===== src/sv/rubi_pkg.sv =====
// Shared constants, types and helpers for the unit box intersection block.
// No dependencies; imported by every module of the block.
package rubi_pkg;

	localparam int FRAC_BITS_DEF = 16;
	localparam int NUM_FACES     = 6;
	localparam int NUM_AXES      = 3;
	// Quotient bits kept by the divider; the distance saturates at 2^31-1.
	localparam int QBITS         = 31;
	// One capture stage, one range-check stage, one stage per quotient bit.
	localparam int DIV_LAT       = QBITS + 2;
	localparam logic [15:0] EPS_RESET = 16'd7;

	localparam logic signed [64:0] UV_MIN65 = -65'sd131072;
	localparam logic signed [64:0] UV_MAX65 = 65'sd131071;

	typedef struct packed {
		logic               hit;
		logic [QBITS-1:0]   tdist;
		logic signed [17:0] u;
		logic signed [17:0] v;
	} face_res_t;

	function automatic logic signed [17:0] sat_uv(input logic signed [64:0] x);
		logic signed [64:0] r;
		r = x;
		if (x < UV_MIN65) r = UV_MIN65;
		else if (x > UV_MAX65) r = UV_MAX65;
		return r[17:0];
	endfunction

endpackage


===== src/sv/rubi_div.sv =====
// Pipelined restoring divider with saturation, one quotient bit per stage.
// Depends on rubi_pkg.
module rubi_div #(
	parameter int FRAC_BITS = rubi_pkg::FRAC_BITS_DEF
) (
	input  logic                   clk,
	input  logic                   en,
	input  logic [32+FRAC_BITS:0]  num,
	input  logic [31:0]            den,
	output logic [rubi_pkg::QBITS-1:0] quo
);
	import rubi_pkg::*;

	localparam int NW = 33 + FRAC_BITS;
	localparam int HW = NW - QBITS;

	logic [NW-1:0]    n0_s;
	logic [31:0]      d0_s;
	logic [NW-1:0]    n_s   [0:QBITS];
	logic [31:0]      d_s   [0:QBITS];
	logic [31:0]      rem_s [0:QBITS];
	logic [QBITS-1:0] q_s   [0:QBITS];
	logic             ovf_s [0:QBITS];
	logic [HW-1:0]    hi;

	assign hi = n0_s[NW-1:QBITS];

	always_ff @(posedge clk) begin
		if (en) begin
			n0_s     <= num;
			d0_s     <= den;
			n_s[0]   <= n0_s;
			d_s[0]   <= d0_s;
			ovf_s[0] <= 34'(hi) >= 34'(d0_s);
			rem_s[0] <= 32'(hi);
			q_s[0]   <= '0;
		end
	end

	for (genvar j = 1; j <= QBITS; j++) begin : g_step
		logic [32:0] trial;
		logic        ge;
		logic [32:0] diff;
		assign trial = {rem_s[j-1], n_s[j-1][QBITS-j]};
		assign ge    = trial >= {1'b0, d_s[j-1]};
		assign diff  = trial - {1'b0, d_s[j-1]};
		always_ff @(posedge clk) begin
			if (en) begin
				n_s[j]   <= n_s[j-1];
				d_s[j]   <= d_s[j-1];
				ovf_s[j] <= ovf_s[j-1];
				rem_s[j] <= ge ? diff[31:0] : trial[31:0];
				q_s[j]   <= {q_s[j-1][QBITS-2:0], ge};
			end
		end
	end

	assign quo = ovf_s[QBITS] ? '1 : q_s[QBITS];

endmodule


===== config.mk =====
export PLATFORM = sky130hd
export DESIGN_NAME = rubi_div
export DESIGN_NICKNAME = d
export VERILOG_FILES = /design/src/sv/rubi_pkg.sv /design/src/sv/rubi_div.sv
export SDC_FILE = /design/constraint.sdc
export NUM_CORES = 2
export LEC_CHECK = 0
export BUFFER_PORTS_ARGS = -buffer_cell sky130_fd_sc_hd__clkbuf_2
export CAP_MARGIN = 20
export CORE_AREA = 3 3 660 597
export CTS_BUF_LIST = sky130_fd_sc_hd__clkbuf_4 sky130_fd_sc_hd__clkbuf_8
export DETAILED_ROUTE_END_ITERATION = 8
export DIE_AREA = 0 0 663 600
export SLEW_MARGIN = 25
export SYNTH_ARGS = -nofsm -noshare
export SYNTH_HDL_FRONTEND = slang
export SYNTH_MEMORY_MAX_BITS = 65536
export SYNTH_SLANG_ARGS = --single-unit

===== constraint.sdc =====
create_clock -name clk -period 3.45 [get_ports clk]
set_input_delay 0 -clock clk [delete_from_list [all_inputs] [get_ports clk]]
set_output_delay 0 -clock clk [all_outputs]
set_load 0.05 [all_outputs]

==> results.sh <==
export IMPL_run_status="finished, violations left"
export IMPL_violations="setup timing"
export IMPL_vias=105000
export IMPL_grt_pass1_vias=103000
export IMPL_drc=0
export IMPL_pin_count=114
export IMPL_tightest_slew_ps=973
export IMPL_power_per_cell_area_nw_per_um2=921
export IMPL_synth_seq_cells=3075
export IMPL_pre_cts_ws_ps=-600
export IMPL_regArea_um2=92300
export IMPL_yosys_warnings=0
export IMPL_whs_endpoint="n0_s[0]$_DFFE_PP_"
export IMPL_postPlaceCellArea_um2=172000
export IMPL_netlist_instances=12700
export IMPL_core_area_um2=387000
export IMPL_netlist_area_um2=155000
export IMPL_reg2regPathDepth=15
export IMPL_synthArstFlopShare_pct=0
export IMPL_synth_top_cell_area_share_pct=59.7
export IMPL_grt_overflow=0
export IMPL_grt_max_degree=125
export IMPL_synth_nets=13800
export IMPL_critPathLaunchType="register"
export IMPL_fmax_mhz=264
export IMPL_finClkSkew_ps=76.1
export IMPL_synth_ff_type="edfxtp_1"
export IMPL_synth_area_leaders="edfxtp_1 60%, ha_1 8.1%, a21oi_1 3.2%"
export IMPL_cts_tree="yes"
export IMPL_worstHoldStart="num[0]"
export IMPL_cp_required_ps=4320
export IMPL_worstReg2RegEnd="rem_s[10][2]$_DFFE_PP_"
export IMPL_cp_max_fo=5
export IMPL_rows=217
export IMPL_ir_drop_v=0.000478
export IMPL_grt_usage_pct=18.5
export IMPL_final_nets=16100
export IMPL_setup_ws_ps=-340
export IMPL_cts_sinks=3075
export IMPL_drive_above_1_share_pct=24.7
export IMPL_viasPerCell=5.12
export IMPL_slowest_delay_ps=420
export IMPL_initialDrtViolationCount=8313
export IMPL_leakagePower_uw=0.0798
export IMPL_crit_arrival_ps=4660
export IMPL_die_area_um2=398000
export IMPL_finish_instance_area_um2=194000
export IMPL_worst_setup_path_end_kind="register"
export IMPL_ant_nets=0
export IMPL_grt_setup_unrepaired="true"
export IMPL_period_share_pct=110
export IMPL_routed_wl_um=383000
export IMPL_yosys_cell_types_count=98
export IMPL_hp_class="in2reg"
export IMPL_crit_type="reg2reg"
export IMPL_power_uw=179000
export IMPL_io_buffers=113
export IMPL_yosysSeqAreaShare_pct=59.7
export IMPL_maxSlewViolCount=0
export IMPL_grt_pass1_wl_um=586000
export IMPL_root_buffer="clkbuf_8"
export IMPL_synth_top_cell_by_area="edfxtp_1"
export IMPL_r2r_start="d_s[9][1]$_DFFE_PP_"
export IMPL_start_util_pct=39.9
export IMPL_drv_cap=0
export IMPL_cts_max_level=6
export IMPL_clockBufferDepth=4
export IMPL_synth_edf_count=3075
export IMPL_antenna_found_initial=9
export IMPL_slowest_stage="a41o_4"
export IMPL_first_pass_iters=8
export IMPL_fin_crit_ps=3790
export IMPL_fillers=33700
export IMPL_gp_congestion=0.894
export IMPL_final_core_util_pct=50.2
export IMPL_slew_headroom_pct=34.4
export IMPL_multi_input_area_um2=61500
export IMPL_dp_hpwl_um=268000
export IMPL_cts_made_buffers=541
export IMPL_clk_latency_ps=1170
export IMPL_hold_violations=0
export IMPL_min_path_cells=3
export IMPL_tns_ps=-43620
export IMPL_setup_violations=311
export IMPL_syn_avg_cell_area_um2=12.2
export IMPL_path_clk_slew_ps=50
export IMPL_cp_cell_sequence="inv_2, ha_4, nor2b_4, o31a_1, o21bai_1, a21boi_2, a211o_1, nor3b_4, o41ai_4, a221oi_2, buf_4, o211ai_1, a41o_4, buf_12, mux2_2"
export IMPL_r2r_slack_ps=-340
export IMPL_routedWlPerCell_um=18.7
export IMPL_die_w_um=663
export IMPL_syn_to_final_growth_pct=25.6
export IMPL_die_h_um=600
## placed cells by master, fill, tap and decap left out, types with 41 or more instances in the layout
| master | n |
|---|---|
| dlygate4sd3_1 | 243 |
| nand2_2 | 55 |
| xnor2_1 | 438 |
| buf_6 | 56 |
| nand4_1 | 187 |
| clkinv_1 | 117 |
| a31oi_1 | 66 |
| mux2_4 | 66 |
| a21oi_1 | 897 |
| o21ai_2 | 120 |
| buf_4 | 1472 |
| nand2_1 | 855 |
| clkinv_2 | 54 |
| clkbuf_8 | 542 |
| o21a_1 | 149 |
| a21oi_2 | 92 |
| o21ai_1 | 89 |
| nor3_1 | 111 |
| or2_2 | 51 |
| ha_1 | 935 |
| nor2b_1 | 113 |
| nor2_1 | 561 |
| ha_4 | 42 |
| a21o_1 | 523 |
| nand3_1 | 167 |
| clkbuf_4 | 132 |
| o31a_1 | 41 |
| o21bai_1 | 109 |
| inv_1 | 1199 |
| clkbuf_2 | 112 |
| xor2_1 | 364 |
| o21ai_0 | 653 |
| edfxtp_1 | 3075 |
| and3_1 | 88 |
| o211ai_1 | 43 |
| nand2b_1 | 116 |
| mux2_2 | 248 |
| nor2_4 | 47 |
| buf_12 | 104 |
| a211oi_1 | 43 |
## per-stage QoR
step | instances | hold WS, ps
2_1_floorplan | 12700 | 98.9
3_5_place_dp | 19100 | 179
5_1_grt | 20500 | 124
6_report | 20500 | 190
3_3_place_gp | 19100 | 177
4_1_cts | 20400 | 4.03
## worst max-delay path: cells and delay by family, from the launching register on
family,cells,cell delay (ps)
AOI/OAI and AO/OA,8,1780
and+or+nand+nor,2,400
DFF,1,410
buffers and inverters,3,440
adders and majority gates,1,200
muxes,1,270
## report_power, final
group	total (µW)	internal [µW]	switching [µW]
Clock	34500	18900	15700
Combinational	86100	42000	44000
Sequential	58500	52900	5630
Total	179000	114000	65300
## sequential cells by signal (all words and copies together), names as in the netlist
| signal | count |
|---|---|
| rem_s | 960 |
| n_s | 514 |
| ovf_s | 32 |
| d0_s | 32 |
| q_s | 496 |
| d_s | 992 |
| n0_s | 49 |
## final cells by class
class	count	share of cell area, %
antenna	2	0.00257
clock buffer	674	4.35
clock inverter	273	1.28
inverter	1228	2.39
multi-input combinational	8079	31.6
sequential	3075	47.5
tap	5146	3.31
timing repair buffer	2071	9.56
## Yosys cell counts (42+ instances only)
cell and number:
nor2_1 628, nand3_1 170, inv_1 1226, edfxtp_1 3075
a211oi_1 61, o31a_1 42, o31ai_1 62, a21oi_1 1004
nor4_1 43, or2_2 54, nand2b_1 116, o21a_1 154
clkbuf_1 288, a21o_1 524, nor3_1 116, xnor2_1 439
and3_1 94, o21ai_0 880, ha_1 997, mux2_2 309
xor2_1 369, o21bai_1 112, a31oi_1 101, o211ai_1 43
nand2_1 930, nor2b_1 143, nand4_1 187
## per-layer routing
| layer | routed length, µm | global-route usage, % | vias up |
|---|---|---|---|
| met4 | 10600 | 5.43 | 8 |
| met5 | 44 | 0 | - |
| met1 | 178000 | 26.0 | 50600 |
| met3 | 18500 | 2.60 | 675 |
| met2 | 176000 | 29.8 | 2447 |
| li1 | - | - | 51500 |
## how the worst max path moves through the flow
stage                          startpoint                endpoint  cells after the start
floorplan            d_s[23][1]$_DFFE_PP_  rem_s[24][3]$_DFFE_PP_                     13
global placement    rem_s[3][2]$_DFFE_PP_     q_s[2][0]$_DFFE_PP_                     13
detailed placement  rem_s[3][2]$_DFFE_PP_   rem_s[4][4]$_DFFE_PP_                     11
CTS                   d_s[2][1]$_DFFE_PP_  rem_s[3][18]$_DFFE_PP_                     15
global route          d_s[9][1]$_DFFE_PP_  rem_s[10][2]$_DFFE_PP_                     15
finish                d_s[9][1]$_DFFE_PP_  rem_s[10][2]$_DFFE_PP_                     15
## cells by family after synthesis
group                      share of synthesized area [%]
buffers and inverters                               3.80
muxes                                               2.43
AOI/OAI and AO/OA                                   13.1
adders and majority gates                           8.45
DFF                                                 59.7
and+or+nand+nor                                     7.97
xor gates and xnor gates                            4.57
## timing repair
| item | 4_1_cts | 5_1_grt |
|---|---|---|
| setup endpoints to repair | 728 | 844 |
| hold buffers | 242 | 1 |
| pin swaps | 183 | 338 |
| gates resized for setup | 606 | 828 |
| buffers inserted | 120 | 147 |
| cloned | 43 | 28 |
| hold endpoints to repair | 3156 | 21 |
(Power assumes the default switching activity.)
