$ cat config.mk
export PLATFORM = sky130hd
export DESIGN_NAME = rubi_ser
export DESIGN_NICKNAME = d
export VERILOG_FILES = /design/src/sv/rubi_pkg.sv /design/src/sv/rubi_ser.sv
export SDC_FILE = /design/constraint.sdc
export NUM_CORES = 1
export LEC_CHECK = 0
export ABC_AREA = 1
export BUFFER_PORTS_ARGS = -buffer_cell sky130_fd_sc_hd__buf_2
export CELL_PAD_IN_SITES_DETAIL_PLACEMENT = 1
export CELL_PAD_IN_SITES_GLOBAL_PLACEMENT = 1
export CORE_MARGIN = 5
export CORE_UTILIZATION = 45
export CTS_CLUSTER_DIAMETER = 40
export DETAILED_ROUTE_END_ITERATION = 16
export PLACE_DENSITY = 0.94
export SLEW_MARGIN = 20
export SYNTH_ARGS = -nofsm -noshare
export SYNTH_HDL_FRONTEND = slang
export SYNTH_SLANG_ARGS = --single-unit
$ cat constraint.sdc
create_clock -name clk -period 43.8 [get_ports clk]
set_input_delay 13.14 -clock clk [delete_from_list [all_inputs] [get_ports clk]]
set_output_delay 13.14 -clock clk [all_outputs]
set_load 0.01 [all_outputs]
$ cat src/sv/rubi_pkg.sv
// Shared constants, types and helpers for the unit box intersection block.
// No dependencies; imported by every module of the block.
package rubi_pkg;

	localparam int FRAC_BITS_DEF = 16;
	localparam int NUM_FACES     = 6;
	localparam int NUM_AXES      = 3;
	// Quotient bits kept by the divider; the distance saturates at 2^31-1.
	localparam int QBITS         = 31;
	// One capture stage, one range-check stage, one stage per quotient bit.
	localparam int DIV_LAT       = QBITS + 2;
	localparam logic [15:0] EPS_RESET = 16'd7;

	localparam logic signed [64:0] UV_MIN65 = -65'sd131072;
	localparam logic signed [64:0] UV_MAX65 = 65'sd131071;

	typedef struct packed {
		logic               hit;
		logic [QBITS-1:0]   tdist;
		logic signed [17:0] u;
		logic signed [17:0] v;
	} face_res_t;

	function automatic logic signed [17:0] sat_uv(input logic signed [64:0] x);
		logic signed [64:0] r;
		r = x;
		if (x < UV_MIN65) r = UV_MIN65;
		else if (x > UV_MAX65) r = UV_MAX65;
		return r[17:0];
	endfunction

endpackage

$ cat src/sv/rubi_ser.sv
// Result serializer: emits kept faces of one ray in face order, or one miss word.
// Depends on rubi_pkg.
module rubi_ser (
	input  logic                clk,
	input  logic                arst_n,
	input  logic                load_vld,
	input  rubi_pkg::face_res_t res [rubi_pkg::NUM_FACES],
	output logic                adv,
	output logic                out_valid,
	input  logic                out_ready,
	output logic                hit_valid,
	output logic [30:0]         hit_distance,
	output logic [2:0]          face_index,
	output logic signed [17:0]  tex_u,
	output logic signed [17:0]  tex_v,
	output logic                last_result
);
	import rubi_pkg::*;

	logic                 pend_q;
	logic [NUM_FACES-1:0] mask_q;
	face_res_t            rec_q [NUM_FACES];
	logic [NUM_FACES-1:0] sel_oh, rest, hits;
	logic [2:0]           sel;
	logic                 emit, last, found;

	always_comb begin
		sel    = '0;
		sel_oh = '0;
		found  = 1'b0;
		for (int i = 0; i < NUM_FACES; i++) begin
			hits[i] = res[i].hit;
			if (!found && mask_q[i]) begin
				found     = 1'b1;
				sel       = 3'(i);
				sel_oh[i] = 1'b1;
			end
		end
		rest = mask_q & ~sel_oh;
		last = rest == '0;
		emit = pend_q && (!out_valid || out_ready);
		adv  = !pend_q || (emit && last);
	end

	always_ff @(posedge clk or negedge arst_n) begin
		if (!arst_n) begin
			pend_q    <= 1'b0;
			mask_q    <= '0;
			out_valid <= 1'b0;
		end else begin
			if (emit) begin
				out_valid <= 1'b1;
			end else if (out_ready) begin
				out_valid <= 1'b0;
			end
			// A new ray replaces the finished one; otherwise drop the face just sent.
			if (adv) begin
				pend_q <= load_vld;
				mask_q <= load_vld ? hits : '0;
			end else if (emit) begin
				mask_q <= rest;
			end
		end
	end

	always_ff @(posedge clk) begin
		if (adv) begin
			for (int i = 0; i < NUM_FACES; i++) rec_q[i] <= res[i];
		end
		if (emit) begin
			last_result <= last;
			if (mask_q == '0) begin
				hit_valid    <= 1'b0;
				hit_distance <= '0;
				face_index   <= '0;
				tex_u        <= '0;
				tex_v        <= '0;
			end else begin
				hit_valid    <= 1'b1;
				hit_distance <= rec_q[sel].tdist;
				face_index   <= sel;
				tex_u        <= rec_q[sel].u;
				tex_v        <= rec_q[sel].v;
			end
		end
	end

	a_miss_last: assert property (@(posedge clk) disable iff (!arst_n)
		out_valid && !hit_valid |-> last_result)
		else $error("miss word without last mark");
	a_miss_zero: assert property (@(posedge clk) disable iff (!arst_n)
		out_valid && !hit_valid |-> hit_distance == '0 && face_index == '0)
		else $error("miss word carries nonzero fields");
	a_face_rng: assert property (@(posedge clk) disable iff (!arst_n)
		out_valid && hit_valid |-> face_index < 3'(NUM_FACES))
		else $error("face index out of range");
	a_hold: assert property (@(posedge clk) disable iff (!arst_n)
		pend_q && !emit |=> pend_q && $stable(mask_q))
		else $error("pending ray lost while stalled");

endmodule

==> run summary, run 1 <==
outcome = finished clean
layout cells sized above 1 = 31.7%
CP most frequent cell = buf_2
Reg power frac = 41.2%
clock latency on the worst-skew pair = 0.57 ns
Starting DRT DRC Count = 1512
Top Ports = 486
DP Worst Slack = 15.90 ns
hold buffers post-CTS = 0
cells along the critical path = buf_2 -> nor2_1 -> inv_1 -> nand4_1 -> nand2_4 -> buf_2
# rows = 74
Fmax = 35.8 MHz
reg2reg setup slack = 38.28 ns
critical path launch point type = primary input
Buf/Inv on CP = 3
starting density of the core = 45.6%
initial antenna violation count = 31
Layout Cells excl Fill = 2485
Pleak = 9.56 nW
post-synthesis sequential area ratio = 77.6%
slowest CP cell = nand2_4
Mean Syn Cell Area = 13.4 um^2
Setup crit end = adv
Hold Crit Class = register to register
Critical Path AT = 14.80 ns
hold depth = 2
Peak VDD IR = 0.0608 mV
vias = 13907
period utilization = 63.8%
Worst R2R Start = mask_q[3]
CTS tree = done
reg2reg path depth = 8
Post-synth EDFFs = 474
DRT Pass-1 Iters = 5
die height = 213 um
FF+latch count, synth = 482
Final setup viols = 0
Internal Pwr Total = 0.00135 W
PostCTS Resize Cnt = 0
fin. max-slew vios = 0
fin util = 57.8%
Fin. Hold Viols = 0
count leader, synth = edfxtp_1
die area = 0.0455 mm^2
Setup Fix Bufs, Post-CTS = 0
CTS Buffer Depth = 3
Placer Congestion = 0.798
pin count of the biggest net entering global routing = 183
Switching Fraction = 39.2%
first-pass GRT wire length = 91.5 mm
dpl cells = 2334
worst-path fanout max = 52
worst endpoint required time = 30.66 ns
vias in the first global route = 15253
Yosys top cell area share = 76.5%
clk slew on worst S/H paths = 0.06 ns
RSZ-0062 raised after global routing = false
Synth Instances = 1389
P_sw = 0.000872 W
Root Driver = clkbuf_16
Critical Path End Type = primary output
Slew headroom = 26.4%
worst clock skew = 0.0331 ns
Via density = 5.60
crit path launch = out_ready
minimum clock period = 27.94 ns
largest stage delay on the critical path = 0.45 ns
Synth Flop Type = edfxtp_1
Final HPWL DP = 41.8 mm
post-synth top area cell = edfxtp_1
clock share of power = 22.9%
Netlist cell types = 23
final antenna-violating net count = 0
GRT Total Usage = 26.8%
Core ar. = 0.0408 mm^2
fill cell count = 4159
CTS HTree Levels = 3
post-route setup TNS = 0 ns
PwrDens = 94.3 mW/mm^2
area grow syn2layout = 26.9%
Routed WL = 63.6 mm
Logic pwr share = 35.9%
die width = 213 um
Syn. warnings = 0
CTS Buf Count = 66
Clock Sinks = 482
Worst-Margin Slew = 1.10 ns
R2R Path End = rec_q[5][3]
syn nets = 1801
Synth async-reset ratio = 1.66%
# Max-Cap Violations = 0
DRC viols = 0
top cells by area, synth = edfxtp_1, nand3_1, nand2_1, o21ai_1, inv_1
routed len/inst = 25.6 um
Crit. path cell count = 6
PnR worst setup slack = 15.86 ns
IO buf count = 485
grt ovf = 0
CP Class = primary input to primary output
Mapped Area = 0.0186 mm^2
Tot Pwr = 0.00223 W
nets@finish = 2283
cell family with most CP delay = simple AND/OR/NAND/NOR gates
list of most frequent post-synthesis cells = edfxtp_1, nand3_1, nand2_1
worst min-delay path by stage:
stage	from	endpoint	slack [ns]
2_1_floorplan	mask_q[3]	mask_q[3]	0.54
3_5_place_dp	rec_q[4][1]	tex_v[1]	0.59
6_report	rec_q[4][3]	tex_v[3]	0.60
4_1_cts	rec_q[4][3]	tex_v[3]	0.60
5_1_grt	rec_q[4][0]	tex_v[0]	0.65
3_3_place_gp	mask_q[3]	mask_q[3]	0.56
area by class of cell:
| cell class | count | area [um^2] | share of cell area, % |
|---|---|---|---|
| inverter | 90 | 338 | 1.43 |
| timing repair buffer | 500 | 2560 | 10.8 |
| antenna | 30 | 75.1 | 0.318 |
| sequential | 482 | 14400 | 61.1 |
| clock inverter | 39 | 317 | 1.34 |
| multi-input combinational | 731 | 3450 | 14.6 |
| clock buffer | 81 | 1770 | 7.51 |
| tap | 532 | 666 | 2.82 |
kinds of logic after synthesis:
kind of cell           synth area share (%)
and+or+nand+nor                        14.4
AOI/OAI and AO/OA                      3.89
DFF                                    77.6
buffers and inverters                  4.10
tightest hold or removal path: stages, from the launching register on:
cell,delay (ns)
edfxtp_1,0.32
o21ai_1,0.07
o21ai_1,0.11
power groups by stage:
stage | sequential, W | clock, W | combinational [W]
2_1_floorplan | 0.00103 | 0 | 0.000500
3_3_place_gp | 0.000894 | 0 | 0.000719
3_5_place_dp | 0.000920 | 0 | 0.000789
4_1_cts | 0.000916 | 0.000518 | 0.000802
5_1_grt | 0.000931 | 0.000544 | 0.000869
6_report | 0.000916 | 0.000510 | 0.000800
stage by stage:
| stage | area (um^2) | hold WS [ns] |
|---|---|---|
| floorplan | 18600 | 0.538 |
| CTS | 23500 | 0.603 |
| detailed placement | 21400 | 0.588 |
| global route | 23600 | 0.651 |
| finish | 23600 | 0.598 |
| global placement | 21400 | 0.563 |
sequential cells by signal, summed over array words and instances (netlist names):
signal / flops
out_valid: 1
face_index: 3
tex_u: 18
last_result: 1
hit_distance: 31
hit_valid: 1
rec_q: 402
tex_v: 18
pend_q: 1
mask_q: 6
cell usage in the layout (no fill, tap or decap), types with 2 or more instances in the layout:
master	instances
buf_2	485
edfxtp_1	474
nand3_1	340
nand2_1	225
inv_1	88
o21ai_1	84
clkbuf_16	69
o21ai_0	51
diode_2	30
buf_4	14
clkbuf_1	12
clkinv_1	12
nor2_1	9
inv_6	8
dfrtp_1	8
a21oi_1	7
clkinvlp_4	7
clkinv_2	6
nor2_4	4
nand2_4	3
bufinv_16	3
inv_2	2
clkinv_4	2
metal layers:
metal	part of all wire [%]	GRT usage [%]	vias up
met2	53	47.4	732
met4	4.7	14.0	8
met3	8.1	7.10	190
met1	34	29.8	6949
met5	0.093	0	-
li1	-	-	6028
No activity file was read; power rests on OpenSTA's default activity.
==> run 2, diff against run 1 <==
CORE_UTILIZATION = 38   (was 45)
PLACE_DENSITY = 0.86   (was 0.94)
clock period = 25.3 ns   (was 43.8 ns; I/O delays follow)
==> run 2 against run 1 <==
  * Combinational power grew 71%
  * Worst hold slack improved by 0.020 ns
  * Worst setup slack got worse by 7.4 ns
  * Sequential share of layout area shrank 2.1 points
  * Wire length shrank 1.2%
  * Sequential power up 74%
  * Clock skew fell by 0.012 ns
  * First-iteration DRC count is 24% lower
  * Clock power rose by 130%
  * Core utilization fell by 7.5 points
  * Non-clock buffer count fell by 1
  * Via count fell by 1.0%
==> run summary, run 2 (synthesized netlist as in run 1, its figures left out) <==
Pleak = 9.92 nW
Buf/Inv on CP = 3
largest stage delay on the critical path = 0.51 ns
clock share of power = 28.0%
R2R Path End = rec_q[5][22]
Top Ports = 486
clk slew on worst S/H paths = 0.05 ns
CTS HTree Levels = 3
worst clock skew = 0.0213 ns
outcome = finished clean
area grow syn2layout = 31.5%
worst endpoint required time = 17.71 ns
hold buffers post-CTS = 0
reg2reg path depth = 7
CP Class = primary input to primary output
Root Driver = clkbuf_16
area of the multi-input gates = 0.00345 mm^2
CTS Buf Count = 80
Hold Crit Class = register to register
die height = 231 um
CP most frequent cell = buf_2
Critical Path End Type = primary output
Top reg by flops = rec_q
Layout Cells excl Fill = 2595
critical path launch point type = primary input
Reg power frac = 38.6%
PwrDens = 168 mW/mm^2
initial antenna violation count = 28
Slew headroom = 19.2%
Setup Fix Bufs, Post-CTS = 0
max FFs per register = 402
Core ar. = 0.0486 mm^2
DRC viols = 0
starting density of the core = 38.2%
Critical Path AT = 9.29 ns
Fin. Hold Viols = 0
grt ovf = 0
DP Worst Slack = 8.47 ns
PnR worst setup slack = 8.42 ns
Internal Pwr Total = 0.00255 W
crit path launch = out_ready
dpl cells = 2424
Worst-Margin Slew = 1.21 ns
Crit. path cell count = 6
DRT Pass-1 Iters = 5
final antenna-violating net count = 0
Placer Congestion = 0.839
fill cell count = 5070
vias in the first global route = 15151
Final setup viols = 0
CTS tree = done
die area = 0.0535 mm^2
fin util = 50.3%
die width = 231 um
# rows = 81
Setup crit end = adv
Fmax = 59.2 MHz
cells along the critical path = buf_2 -> nor2_1 -> inv_1 -> nand4_1 -> nand2_4 -> buf_2
Via density = 5.30
Hold Startpoint = rec_q[4][33]
Peak VDD IR = 0.123 mV
vias = 13763
fin. max-slew vios = 0
Starting DRT DRC Count = 1145
post-route setup TNS = 0 ns
RSZ-0062 raised after global routing = false
largest registers = rec_q x402, hit_distance x31
IO buf count = 485
Worst R2R Start = mask_q[2]
commonest non-fill, non-tap cell in the layout = buf_2
Routed WL = 62.9 mm
clock latency on the worst-skew pair = 0.59 ns
layout cells sized above 1 = 33.5%
Logic pwr share = 33.4%
# Max-Cap Violations = 0
period utilization = 66.7%
first-pass GRT wire length = 91.7 mm
cell family with most CP delay = simple AND/OR/NAND/NOR gates
worst-path fanout max = 66
routed len/inst = 24.2 um
minimum clock period = 16.88 ns
CTS Buffer Depth = 3
nets@finish = 2296
commonest non-fill, non-tap cells in the layout = buf_2, edfxtp_1, nand3_1
PostCTS Resize Cnt = 0
Reg area = 0.0144 mm^2
reg2reg setup slack = 20.33 ns
P_sw = 0.00155 W
pin count of the biggest net entering global routing = 175
Final HPWL DP = 40.3 mm
slowest CP cell = nand2_4
Switching Fraction = 37.8%
Clock Sinks = 482
GRT Total Usage = 22.7%
-- run 2: changes by cell type in the layout (fill, tap and decap cells not counted), moves of 7 or more --
| cell | delta |
|---|---|
| clkbuf_1 | -9 |
| diode_2 | -7 |
| bufinv_16 | +9 |
| clkinv_1 | -7 |
| inv_6 | +8 |
| clkbuf_16 | +16 |
-- run 2: area by class of cell --
class	instances	area share [%]
Clock inverter	60	2.95
Tap cell	622	3.18
Multi-Input combinational cell	731	14.1
Sequential cell	482	59.0
Inverter	90	1.39
Timing Repair Buffer	499	10.4
Antenna cell	23	0.235
Clock buffer	88	8.74
-- run 2: through the flow --
step	hold WS, ns	area [um^2]	total power (W)
floorplan	0.538	18600	0.00266
global placement	0.565	21500	0.00283
detailed placement	0.602	21500	0.00295
CTS	0.613	24400	0.00415
global route	0.637	24400	0.00433
finish	0.618	24500	0.00411
-- run 2: routing by layer --
metal | GRT usage (%) | part of all wire [%]
met3 | 5.95 | 6.9
met1 | 24.4 | 35
met4 | 10.6 | 4.4
met5 | 0 | 0.18
met2 | 41.5 | 53
-- run 2: power groups by stage --
stage               clock network, W  registers [W]  logic [W]
finish                       0.00115        0.00159    0.00137
global route                 0.00122        0.00161    0.00151
CTS                          0.00117        0.00158    0.00139
detailed placement                 0        0.00159    0.00136
global placement                   0        0.00156    0.00128
floorplan                          0        0.00179   0.000865
-- run 2: tightest hold or removal path: cells and delay by family (launching register included) --
| kind | cells | cell delay (ns) |
|---|---|---|
| flops | 1 | 0.31 |
| compound gates | 2 | 0.20 |
-- run 2: how the worst min path moves through the flow --
stage	slack (ns)	depth (start not counted)	endpoint
2_1_floorplan	0.54	2	mask_q[3]
3_3_place_gp	0.57	2	mask_q[3]
3_5_place_dp	0.60	2	hit_distance[8]
4_1_cts	0.61	2	tex_u[15]
5_1_grt	0.64	2	tex_u[9]
6_report	0.62	2	tex_u[15]
